--- config.mk ---
export PLATFORM = sky130hd
export DESIGN_NAME = utf8_to_latin_text_filter_top
export DESIGN_NICKNAME = d
export VERILOG_FILES = /design/src/rtl/utlf_pkg.sv /design/src/rtl/utlf_front.sv /design/src/rtl/utlf_queue.sv /design/src/rtl/utlf_back.sv /design/src/rtl/utf8_to_latin_text_filter_top.sv
export SDC_FILE = /design/constraint.sdc
export NUM_CORES = 1
export LEC_CHECK = 0
export BUFFER_PORTS_ARGS = -buffer_cell sky130_fd_sc_hd__buf_2
export CAP_MARGIN = 0
export CORE_MARGIN = 3
export CORE_UTILIZATION = 55
export DETAILED_ROUTE_END_ITERATION = 12
export GPL_ROUTABILITY_DRIVEN = 0
export PLACE_DENSITY = 0.71
export REMOVE_ABC_BUFFERS = 1
export SLEW_MARGIN = 20
export SYNTH_ARGS = -nofsm -noshare
export SYNTH_HDL_FRONTEND = slang
export SYNTH_SLANG_ARGS = --single-unit
--- constraint.sdc ---
create_clock -name i_clk -period 19.2 [get_ports i_clk]
set_input_delay 1.92 -clock i_clk [delete_from_list [all_inputs] [get_ports i_clk]]
set_output_delay 1.92 -clock i_clk [all_outputs]
set_load 0.01 [all_outputs]
--- src/rtl/utlf_pkg.sv ---
`default_nettype none

package utlf_pkg;

    localparam int CountBitsDefault  = 16;
    localparam int QueueDepthDefault = 4;
    localparam int MaxResults        = 3;
    localparam int OutCountBits      = 16;

    localparam logic [7:0] Lead3Mask  = 8'hf0;
    localparam logic [7:0] Lead3Code  = 8'he0;
    localparam logic [7:0] Lead2Mask  = 8'he0;
    localparam logic [7:0] Lead2Code  = 8'hc0;
    localparam logic [7:0] ContMask   = 8'hc0;
    localparam logic [7:0] ContCode   = 8'h80;

    typedef struct packed {
        logic [OutCountBits-1:0] count;
        logic                    halted;
        logic                    valid;
        logic [7:0]              code;
    } t_res;

    typedef struct packed {
        t_res [MaxResults-1:0] recs;
        logic [1:0]            nres;
    } t_entry;

    function automatic logic is_lead3(input logic [7:0] b);
        return (b & Lead3Mask) == Lead3Code;
    endfunction

    function automatic logic is_lead2(input logic [7:0] b);
        return (b & Lead2Mask) == Lead2Code;
    endfunction

    function automatic logic is_cont(input logic [7:0] b);
        return (b & ContMask) == ContCode;
    endfunction

    function automatic logic [7:0] lower_plain(input logic [7:0] b);
        return (b >= 8'h41 && b <= 8'h5a) ? b + 8'h20 : b;
    endfunction

    function automatic logic text_ok(input logic [7:0] c);
        logic ok;
        unique case (c)
            8'h7c, 8'h80, 8'h92, 8'h99, 8'h9c, 8'ha0, 8'ha1, 8'ha2, 8'ha3,
            8'ha7, 8'ha8, 8'ha9, 8'hab, 8'hb0, 8'hb4, 8'hb7, 8'hbb, 8'hc0,
            8'hc7, 8'hc9, 8'hd6, 8'hd7, 8'hd9, 8'hdf, 8'he0, 8'he1, 8'he2,
            8'he3, 8'he4, 8'he6, 8'he7, 8'he8, 8'he9, 8'hea, 8'heb, 8'hed,
            8'hee, 8'hef, 8'hf4, 8'hf6, 8'hf8, 8'hf9, 8'hfa, 8'hfb,
            8'hfc: ok = 1'b1;
            default: ok = (c == 8'h08) || (c == 8'h09) || (c == 8'h0d) ||
                          (c == 8'h0a) || (c >= 8'h20 && c <= 8'h7e) ||
                          (c >= 8'h82 && c <= 8'h8d) ||
                          (c >= 8'h93 && c <= 8'h98);
        endcase
        return ok;
    endfunction

    function automatic logic [7:0] map3(input logic [7:0] b0, input logic [7:0] b1,
                                        input logic [7:0] b2);
        logic [7:0] v;
        v = 8'd0;
        if (b0 == 8'he2) begin
            if (b1 == 8'h80) begin
                unique case (b2)
                    8'h93: v = 8'd150;
                    8'h94: v = 8'd151;
                    8'h98: v = 8'd145;
                    8'h99: v = 8'h27;
                    8'h9a: v = 8'd130;
                    8'h9c: v = 8'd147;
                    8'h9d: v = 8'd148;
                    8'h9e: v = 8'd132;
                    8'ha0: v = 8'd134;
                    8'ha1: v = 8'd135;
                    8'ha2: v = 8'd149;
                    8'ha6: v = 8'd133;
                    8'hb0: v = 8'd137;
                    8'hb9: v = 8'd139;
                    8'hba: v = 8'd155;
                    default: v = 8'd0;
                endcase
            end else if (b1 == 8'h82 && b2 == 8'hac) begin
                v = 8'd128;
            end else if (b1 == 8'h84 && b2 == 8'ha2) begin
                v = 8'd153;
            end
        end
        return v;
    endfunction

    function automatic logic [7:0] map2(input logic [7:0] b0, input logic [7:0] b1);
        logic [7:0] v;
        v = 8'd0;
        unique case (b0)
            8'hc2: begin
                v = (b1 | 8'h80) & 8'hbf;
                if (v == 8'ha0) v = 8'h20;
            end
            8'hc3: v = b1 | 8'hc0;
            8'hc5: begin
                unique case (b1)
                    8'h92: v = 8'd140;
                    8'h93: v = 8'd156;
                    8'ha0: v = 8'd138;
                    8'ha1: v = 8'd154;
                    8'hb8: v = 8'd143;
                    8'hbd: v = 8'd142;
                    8'hbe: v = 8'd158;
                    default: v = 8'd0;
                endcase
            end
            8'hc6: v = (b1 == 8'h92) ? 8'd131 : 8'd0;
            8'hcb: begin
                if (b1 == 8'h86) v = 8'd136;
                else if (b1 == 8'h9c) v = 8'd152;
            end
            default: v = 8'd0;
        endcase
        return v;
    endfunction

endpackage

`default_nettype wire

--- src/rtl/utlf_front.sv ---
`default_nettype none

module utlf_front #(
    parameter int COUNT_BITS = utlf_pkg::CountBitsDefault
) (
    input  wire logic            i_clk,
    input  wire logic            i_rst_n,
    input  wire logic            i_valid,
    input  wire logic [7:0]      i_data_byte,
    input  wire logic            i_end_of_buffer,
    input  wire logic            i_queue_full,
    output logic                 o_ready,
    output logic                 o_push,
    output utlf_pkg::t_entry     o_entry
);
    import utlf_pkg::*;

    logic [7:0]            r_p0, r_p1, n_p0, n_p1;
    logic [1:0]            r_n, n_n;
    logic                  r_halt, n_halt;
    logic [COUNT_BITS-1:0] r_cnt, n_cnt;

    logic [7:0]            e_code [MaxResults];
    logic [1:0]            e_len  [MaxResults];
    logic [1:0]            e_num;
    logic [7:0]            np0, np1;
    logic [1:0]            nn;
    logic                  accept;

    logic [COUNT_BITS-1:0]    cnt;
    logic [COUNT_BITS:0]      sum;
    logic [COUNT_BITS+15:0]   ext;
    logic                     halt;
    logic [1:0]               nres;
    t_entry                   entry;

    assign o_ready = !i_queue_full;
    assign accept  = i_valid && o_ready;
    assign o_push  = accept;
    assign o_entry = entry;

    // Build the ordered list of codes that this byte emits.
    always_comb begin
        for (int k = 0; k < MaxResults; k++) begin
            e_code[k] = 8'd0;
            e_len[k]  = 2'd0;
        end
        e_num = 2'd0;
        np0   = r_p0;
        np1   = r_p1;
        nn    = 2'd0;
        if (!r_halt) begin
            unique case (r_n)
                2'd0: begin
                    if (is_lead3(i_data_byte) || is_lead2(i_data_byte)) begin
                        np0 = i_data_byte;
                        nn  = 2'd1;
                    end else begin
                        e_code[e_num] = lower_plain(i_data_byte);
                        e_len[e_num]  = 2'd1;
                        e_num         = e_num + 2'd1;
                    end
                end
                2'd1: begin
                    if (is_cont(i_data_byte)) begin
                        if (is_lead3(r_p0)) begin
                            np1 = i_data_byte;
                            nn  = 2'd2;
                        end else begin
                            e_code[e_num] = map2(r_p0, i_data_byte);
                            e_len[e_num]  = 2'd2;
                            e_num         = e_num + 2'd1;
                        end
                    end else begin
                        e_code[e_num] = lower_plain(r_p0);
                        e_len[e_num]  = 2'd1;
                        e_num         = e_num + 2'd1;
                        if (is_lead3(i_data_byte) || is_lead2(i_data_byte)) begin
                            np0 = i_data_byte;
                            nn  = 2'd1;
                        end else begin
                            e_code[e_num] = lower_plain(i_data_byte);
                            e_len[e_num]  = 2'd1;
                            e_num         = e_num + 2'd1;
                        end
                    end
                end
                default: begin
                    if (is_cont(i_data_byte)) begin
                        e_code[e_num] = map3(r_p0, r_p1, i_data_byte);
                        e_len[e_num]  = 2'd3;
                        e_num         = e_num + 2'd1;
                    end else begin
                        e_code[e_num] = lower_plain(r_p0);
                        e_len[e_num]  = 2'd1;
                        e_num         = e_num + 2'd1;
                        e_code[e_num] = lower_plain(r_p1);
                        e_len[e_num]  = 2'd1;
                        e_num         = e_num + 2'd1;
                        if (is_lead3(i_data_byte) || is_lead2(i_data_byte)) begin
                            np0 = i_data_byte;
                            nn  = 2'd1;
                        end else begin
                            e_code[e_num] = lower_plain(i_data_byte);
                            e_len[e_num]  = 2'd1;
                            e_num         = e_num + 2'd1;
                        end
                    end
                end
            endcase
            if (i_end_of_buffer && nn != 2'd0) begin
                e_code[e_num] = lower_plain(np0);
                e_len[e_num]  = 2'd1;
                e_num         = e_num + 2'd1;
                if (nn == 2'd2) begin
                    e_code[e_num] = lower_plain(np1);
                    e_len[e_num]  = 2'd1;
                    e_num         = e_num + 2'd1;
                end
            end
        end
    end

    // Check each code in order, count accepted bytes and stop at the first rejected code.
    always_comb begin
        cnt   = r_cnt;
        sum   = '0;
        ext   = '0;
        halt  = 1'b0;
        nres  = 2'd0;
        entry = '0;
        for (int k = 0; k < MaxResults; k++) begin
            if (2'(k) < e_num && !halt) begin
                if (e_code[k] == 8'd0 || !text_ok(e_code[k])) begin
                    halt                  = 1'b1;
                    ext                   = {16'd0, cnt};
                    entry.recs[k].code    = 8'd0;
                    entry.recs[k].valid   = 1'b0;
                    entry.recs[k].halted  = 1'b1;
                    entry.recs[k].count   = ext[OutCountBits-1:0];
                end else begin
                    sum                   = {1'b0, cnt} + (COUNT_BITS+1)'(e_len[k]);
                    cnt                   = sum[COUNT_BITS] ? '1 : sum[COUNT_BITS-1:0];
                    ext                   = {16'd0, cnt};
                    entry.recs[k].code    = e_code[k];
                    entry.recs[k].valid   = 1'b1;
                    entry.recs[k].halted  = 1'b0;
                    entry.recs[k].count   = ext[OutCountBits-1:0];
                end
                nres = 2'(k + 1);
            end
        end
        if (e_num == 2'd0) begin
            ext                  = {16'd0, r_cnt};
            entry.recs[0].halted = r_halt;
            entry.recs[0].count  = ext[OutCountBits-1:0];
            nres                 = 2'd1;
        end
        entry.nres = nres;
    end

    always_comb begin
        n_p0   = r_p0;
        n_p1   = r_p1;
        n_n    = r_n;
        n_halt = r_halt;
        n_cnt  = r_cnt;
        if (accept) begin
            if (i_end_of_buffer) begin
                n_p0   = 8'd0;
                n_p1   = 8'd0;
                n_n    = 2'd0;
                n_halt = 1'b0;
                n_cnt  = '0;
            end else if (halt) begin
                n_n    = 2'd0;
                n_halt = 1'b1;
                n_cnt  = cnt;
            end else begin
                n_p0 = np0;
                n_p1 = np1;
                n_n  = nn;
                n_cnt = cnt;
            end
        end
    end

    always_ff @(posedge i_clk) begin
        if (!i_rst_n) begin
            r_p0   <= 8'd0;
            r_p1   <= 8'd0;
            r_n    <= 2'd0;
            r_halt <= 1'b0;
            r_cnt  <= '0;
        end else begin
            r_p0   <= n_p0;
            r_p1   <= n_p1;
            r_n    <= n_n;
            r_halt <= n_halt;
            r_cnt  <= n_cnt;
        end
    end

endmodule

`default_nettype wire

--- src/rtl/utlf_queue.sv ---
`default_nettype none

module utlf_queue #(
    parameter int WIDTH = 8,
    parameter int DEPTH = utlf_pkg::QueueDepthDefault
) (
    input  wire logic             i_clk,
    input  wire logic             i_rst_n,
    input  wire logic             i_push,
    input  wire logic [WIDTH-1:0] i_wdata,
    input  wire logic             i_pop,
    output logic [WIDTH-1:0]      o_rdata,
    output logic                  o_full,
    output logic                  o_empty
);
    localparam int AW = (DEPTH > 1) ? $clog2(DEPTH) : 1;

    logic [WIDTH-1:0] r_mem [DEPTH];
    logic [AW-1:0]    r_wr, r_rd, n_wr, n_rd;
    logic [AW:0]      r_cnt, n_cnt;
    logic             do_push, do_pop;

    assign o_full  = r_cnt == (AW+1)'(DEPTH);
    assign o_empty = r_cnt == '0;
    assign o_rdata = r_mem[r_rd];
    assign do_push = i_push && !o_full;
    assign do_pop  = i_pop && !o_empty;

    always_comb begin
        n_wr  = r_wr;
        n_rd  = r_rd;
        n_cnt = r_cnt;
        if (do_push) n_wr = (r_wr == AW'(DEPTH - 1)) ? '0 : r_wr + 1'b1;
        if (do_pop)  n_rd = (r_rd == AW'(DEPTH - 1)) ? '0 : r_rd + 1'b1;
        if (do_push && !do_pop) n_cnt = r_cnt + 1'b1;
        else if (!do_push && do_pop) n_cnt = r_cnt - 1'b1;
    end

    always_ff @(posedge i_clk) begin
        if (do_push) r_mem[r_wr] <= i_wdata;
    end

    always_ff @(posedge i_clk) begin
        if (!i_rst_n) begin
            r_wr  <= '0;
            r_rd  <= '0;
            r_cnt <= '0;
        end else begin
            r_wr  <= n_wr;
            r_rd  <= n_rd;
            r_cnt <= n_cnt;
        end
    end

endmodule

`default_nettype wire

--- src/rtl/utlf_back.sv ---
`default_nettype none

module utlf_back (
    input  wire logic             i_clk,
    input  wire logic             i_rst_n,
    input  wire utlf_pkg::t_entry i_head,
    input  wire logic             i_head_valid,
    output logic                  o_pop,
    output logic                  o_valid,
    input  wire logic             i_ready,
    output utlf_pkg::t_res        o_res,
    output logic                  o_last
);
    import utlf_pkg::*;

    logic [1:0] r_idx, n_idx;
    logic       r_valid, n_valid;
    t_res       r_res;
    logic       r_last;
    logic       load, is_last;

    assign load    = i_head_valid && (!r_valid || i_ready);
    assign is_last = r_idx == (i_head.nres - 2'd1);
    assign o_pop   = load && is_last;
    assign o_valid = r_valid;
    assign o_res   = r_res;
    assign o_last  = r_last;

    always_comb begin
        n_idx   = r_idx;
        n_valid = r_valid;
        if (load) begin
            n_valid = 1'b1;
            n_idx   = is_last ? 2'd0 : r_idx + 2'd1;
        end else if (i_ready) begin
            n_valid = 1'b0;
        end
    end

    always_ff @(posedge i_clk) begin
        if (load) begin
            r_res  <= i_head.recs[r_idx];
            r_last <= is_last;
        end
    end

    always_ff @(posedge i_clk) begin
        if (!i_rst_n) begin
            r_idx   <= 2'd0;
            r_valid <= 1'b0;
        end else begin
            r_idx   <= n_idx;
            r_valid <= n_valid;
        end
    end

endmodule

`default_nettype wire

--- src/rtl/utf8_to_latin_text_filter_top.sv ---
// Each input byte yields one to three result requests, one per cycle on the output
// while it is ready. The first result request of a byte passes through the queue
// and then the output register before it is valid.
// Throughput is one input byte per cycle while each byte gives one result and the
// output is ready; the result serializer limits the output to one result per cycle.
// Reset is synchronous and active low; it clears the decode state, counters and queue.
`default_nettype none

module utf8_to_latin_text_filter_top #(
    parameter int COUNT_BITS  = utlf_pkg::CountBitsDefault,
    parameter int QUEUE_DEPTH = utlf_pkg::QueueDepthDefault
) (
    input  wire logic        i_clk,
    input  wire logic        i_rst_n,
    input  wire logic        s_axis_tvalid,
    output logic             s_axis_tready,
    input  wire logic [7:0]  s_axis_tdata,  // [7:0] data_byte
    input  wire logic        s_axis_tlast,
    output logic             m_axis_tvalid,
    input  wire logic        m_axis_tready,
    output logic [23:0]      m_axis_tdata,  // [7:0] latin_byte, [23:8] bytes_accepted
    output logic [1:0]       m_axis_tuser,  // [0] byte_valid, [1] halted
    output logic             m_axis_tlast
);
    import utlf_pkg::*;

    logic   push, pop, full, empty;
    t_entry wentry, head;
    t_res   res;

    utlf_front #(
        .COUNT_BITS(COUNT_BITS)
    ) u_front (
        .i_clk           (i_clk),
        .i_rst_n         (i_rst_n),
        .i_valid         (s_axis_tvalid),
        .i_data_byte     (s_axis_tdata),
        .i_end_of_buffer (s_axis_tlast),
        .i_queue_full    (full),
        .o_ready         (s_axis_tready),
        .o_push          (push),
        .o_entry         (wentry)
    );

    utlf_queue #(
        .WIDTH($bits(t_entry)),
        .DEPTH(QUEUE_DEPTH)
    ) u_queue (
        .i_clk   (i_clk),
        .i_rst_n (i_rst_n),
        .i_push  (push),
        .i_wdata (wentry),
        .i_pop   (pop),
        .o_rdata (head),
        .o_full  (full),
        .o_empty (empty)
    );

    utlf_back u_back (
        .i_clk        (i_clk),
        .i_rst_n      (i_rst_n),
        .i_head       (head),
        .i_head_valid (!empty),
        .o_pop        (pop),
        .o_valid      (m_axis_tvalid),
        .i_ready      (m_axis_tready),
        .o_res        (res),
        .o_last       (m_axis_tlast)
    );

    assign m_axis_tdata = {res.count, res.code};
    assign m_axis_tuser = {res.halted, res.valid};

endmodule

`default_nettype wire

==> results.txt <==
* Run status: complete, no violations
* Count of final setup violators: 0
- Type of the most critical hold path: flop to flop
- Summed over all nets, the half-perimeter wirelength after detailed placement is 35200 um.
- RR Endpoint: u_queue.r_mem[0][74]
* Via/cell ratio: 6.72
* Synth Area per Inst: 12.3 um^2
- The number of gates resized after CTS was 0.
* Clk Latency, worst-skew pair: 0.57 ns
- Among the stages of the critical path, the cell type that occurs most often is ha_1.
- On the critical path, the stage with the largest delay is an instance of a221oi_2.
* Total routing resource utilization after global routing: 26.5%
- Unrepaired setup endpoints after global routing: false
* Largest stage delay on the critical path: approximately 0.60 ns
- Entering global routing, the biggest net connects 56 pins.
* Max capacitance violation total: 0
- The most used flip-flop cell after synthesis is edfxtp_1.
- The count of buffers added on input and output ports is 41.
- TritonCTS built the clock tree.
* Post-synthesis cell type with the largest combined area: edfxtp_1
* Routed Antenna Nets: 0
- Topmost layer with routed signal wires: met4
* Drt first pass iters: 8
* Number of remaining DRC errors: 0
- WL met1: around 23000 um
* Top-area cell type share of the netlist area: 49.5%
* IR Drop Worst-Case VDD: between 0.08 and 0.09 mV
- The cell family contributing the most delay on the critical path is simple AND/OR/NAND/NOR gates.
* Worst Setup Path Type: primary input to flop
- Post-route clock skew: roughly 0.025 ns
- Crit path time final: 11.19 ns
- Counting flops with an async set or reset pin after synthesis yields a share of 0%.
- Depth of the worst register-to-register path: 32
* Routed length on met3: 5150 um
- After detailed routing, the total wire length is 54200 um.
- Share of the clock period used by the worst path after layout: 58.3%
- For the pin with the worst max-slew slack, the measured transition is 1.07 ns.
- Warning count from the yosys run: 0
- Num CTS Buffers: 41
- Cells after Synth: 1712
* Core outline area: 0.0377 mm^2
- Kind of start point of the critical path: primary input
- The startpoint identified for the worst register-to-register timing path is u_front.r_n[1].
- End point of the most critical hold path: u_back.o_valid
- The first global-routing pass estimated 83900 um of wire.
- At the worst endpoint, the arrival time is 11.54 ns.
* Highest achievable clock rate: about 90 MHz
- Number of nets at the end of the flow: roughly 1700
- Antenna diode instance count: 0
* Utilization after layout: 60.9%
- Required @ worst endpoint: 19.56 ns
* Count of fill cells added during filler insertion: 2955
* Total standard cell area after synthesis: between 0.02 and 0.025 mm^2
- The initialized floorplan defines between 70 and 80 standard-cell rows.
- Yosys mapped a number of flops with a built-in enable equal to 347.
* Height of the die: 202 um
- PD cells: 110 mW/mm^2
- CTS H-tree lvls: 2
* Signed area change from the synthesized netlist to the final layout: 8.91%
- The final number of hold-violating endpoints came to 0.
- Root buffer cell: clkbuf_16
* Die width: 202 um
- Total of flip-flops plus latches after synthesis: 394
- The die covers 0.0406 mm^2.
- Hold Crit Depth: 2
- The worst setup path is captured at a flop.
- The detailed router finished its first iteration with 1980 violations.
- The startpoint identified for the worst hold timing path is u_back.o_valid.
- Max Transition Viols Final: 0
* Largest cells by area after synthesis: edfxtp_1 (50%), mux4_2 (8.6%), dfxtp_1 (4.5%)
- For this run the aggregate overflow at the end of global routing stands at 0.
* Worst Setup Slack post-DPL: 7.79 ns
- Number of buffer and inverter stages on the critical path: 5
- Buffers added to address setup during post-CTS repair amount to 0.
- Clock Tree Buf Depth: 3
- Number of antenna violations at the first check in global routing: 0
- Cells with a size suffix above 1 make up 16.9% of the layout.
* Vias in the first global route: 14596
* Total clock sinks: 394
- The initial utilization of the core area, before any placement, comes to 55.9%.
- Hold repair after CTS inserted 0 buffers.
* Share of the yosys chip area belonging to registers: 54.0%
- Reg clk slew, reported paths: ~0.06 ns
- Wire segments on met2 add up to approximately 24000 um in the final route.
* Critical-path maximum fanout: 20
* Sum Neg Setup Slack: 0 ns
- After layout, the design draws a total of about 2.5 mW.
- The worst pin sits at a relative slew slack of slightly below 30%.
* Number of primary I/O pins: 42
- The routed layout has 15083 vias.
- Minimum setup slack among reg-to-reg paths: 9.62 ns
- Synth unique cells: 126
* Worst setup margin: 8.01 ns
- Avg WL per Cell: 24.1 um
* Cell leakage power: 7.53 nW
==> logic make-up after synthesis <==
kind of cell	count (synthesis)	share of synthesized area (%)
buffers and inverters	186	3.68
and+or+nand+nor	525	14.1
DFF	394	54.0
adders and majority gates	25	1.55
xor gates and xnor gates	35	1.46
AOI/OAI and AO/OA	421	14.4
muxes	126	10.8
==> how the worst max path moves through the flow <==
stage                          from                    to  slack, ns  cells past startpoint
floorplan           s_axis_tdata[5]     u_front.r_cnt[10]       9.73                     37
CTS                 s_axis_tdata[5]  u_queue.r_mem[0][74]       8.36                     37
finish              s_axis_tdata[5]  u_queue.r_mem[0][74]       8.01                     37
global route        s_axis_tdata[5]  u_queue.r_mem[0][74]       7.30                     37
global placement    s_axis_tdata[5]     u_front.r_cnt[10]       8.24                     37
detailed placement  s_axis_tdata[5]     u_front.r_cnt[10]       7.79                     37
==> area by class of cell <==
class / instances / area [um^2] / area share [%]
clock buffer: 48 / 1090 / 4.78
clock inverter: 28 / 274 / 1.20
inverter: 77 / 293 / 1.28
multi-input combinational: 1132 / 8930 / 39.0
sequential: 394 / 11400 / 49.6
tap: 511 / 639 / 2.79
timing repair buffer: 56 / 318 / 1.39
==> layout by cell type, fill, tap and decap left out, types with 10 or more instances in the layout <==
cell type	n
edfxtp_1	347
nand2_1	119
nor2_1	105
a21oi_1	91
mux4_2	80
inv_1	66
o21ai_0	52
dfxtp_1	44
nor3_1	43
clkbuf_16	43
mux2i_1	41
buf_2	41
o22ai_1	36
nor2b_1	31
xnor2_1	27
a22oi_1	27
nand4_1	26
a21o_1	23
nand3_1	23
ha_1	22
nor4_1	18
and3_1	17
a31oi_1	15
buf_4	15
or3_1	14
and2_1	14
nand2b_1	13
o21ai_1	13
a211oi_1	13
o211ai_1	12
or2_2	11
o21a_1	10
==> metal layers <==
metal  track usage [%]  vias to the layer above
li1                  -                     6699
met1              38.3                     7445
met2              40.3                      798
met3              5.97                      141
met4              8.67                        0
met5                 0                        -
==> cell usage after synthesis, types with 6 or more instances <==
master    instances
edfxtp_1        347
nand2_1         119
nor2_1          106
a21oi_1          91
mux4_2           80
inv_1            66
clkbuf_1         62
o21ai_0          52
dfxtp_1          47
nor3_1           43
mux2i_1          41
o22ai_1          36
nor2b_1          31
a22oi_1          27
xnor2_1          27
nand4_1          26
a21o_1           23
nand3_1          23
buf_2            22
ha_1             22
and3_1           21
nor4_1           18
buf_1            16
a31oi_1          15
and2_1           14
or3_1            14
a211oi_1         13
nand2b_1         13
o21ai_1          13
o211ai_1         12
or2_2            11
o21a_1           10
and4_1            9
inv_2             9
or4_1             9
a311oi_1          8
xor2_1            8
a21boi_0          7
a221oi_1          7
a22o_1            7
nand4b_1          7
and3b_1           6
buf_4             6
o31ai_1           6
==> state kept, by name, summed over array words and instances (netlist names), named ones only <==
name	cells
u_back.o_last	1
u_back.o_res	26
u_back.o_valid	1
u_back.r_idx	2
u_front.r_cnt	16
u_front.r_halt	1
u_front.r_n	2
u_front.r_p0	8
u_front.r_p1	8
u_queue.r_cnt	3
u_queue.r_mem	320
u_queue.r_rd	2
u_queue.r_wr	2
==> power by group <==
group	switching [mW]	total, mW	internal (mW)
registers	0.0639	1.13	1.06
logic	0.337	0.583	0.245
clock network	0.323	0.799	0.476
==> metrics by stage <==
stage	cells	area, um^2	hold WS, ns
final	2246	22900	0.483
after global routing	2246	22900	0.524
after CTS	2246	22900	0.488
after detailed placement	2170	21500	0.477
after global placement	2170	21500	0.463
after floorplan	1603	20600	0.450
==> worst reg2reg max path: cells and delay by family, from the launching register on <==
family	cells	cell delay, ns
and+or+nand+nor	16	3.82
AOI/OAI and AO/OA	9	3.17
adders and majority gates	5	1.31
DFF	1	0.92
buffers and inverters	2	0.18
No activity file was read; power rests on OpenSTA's default activity.
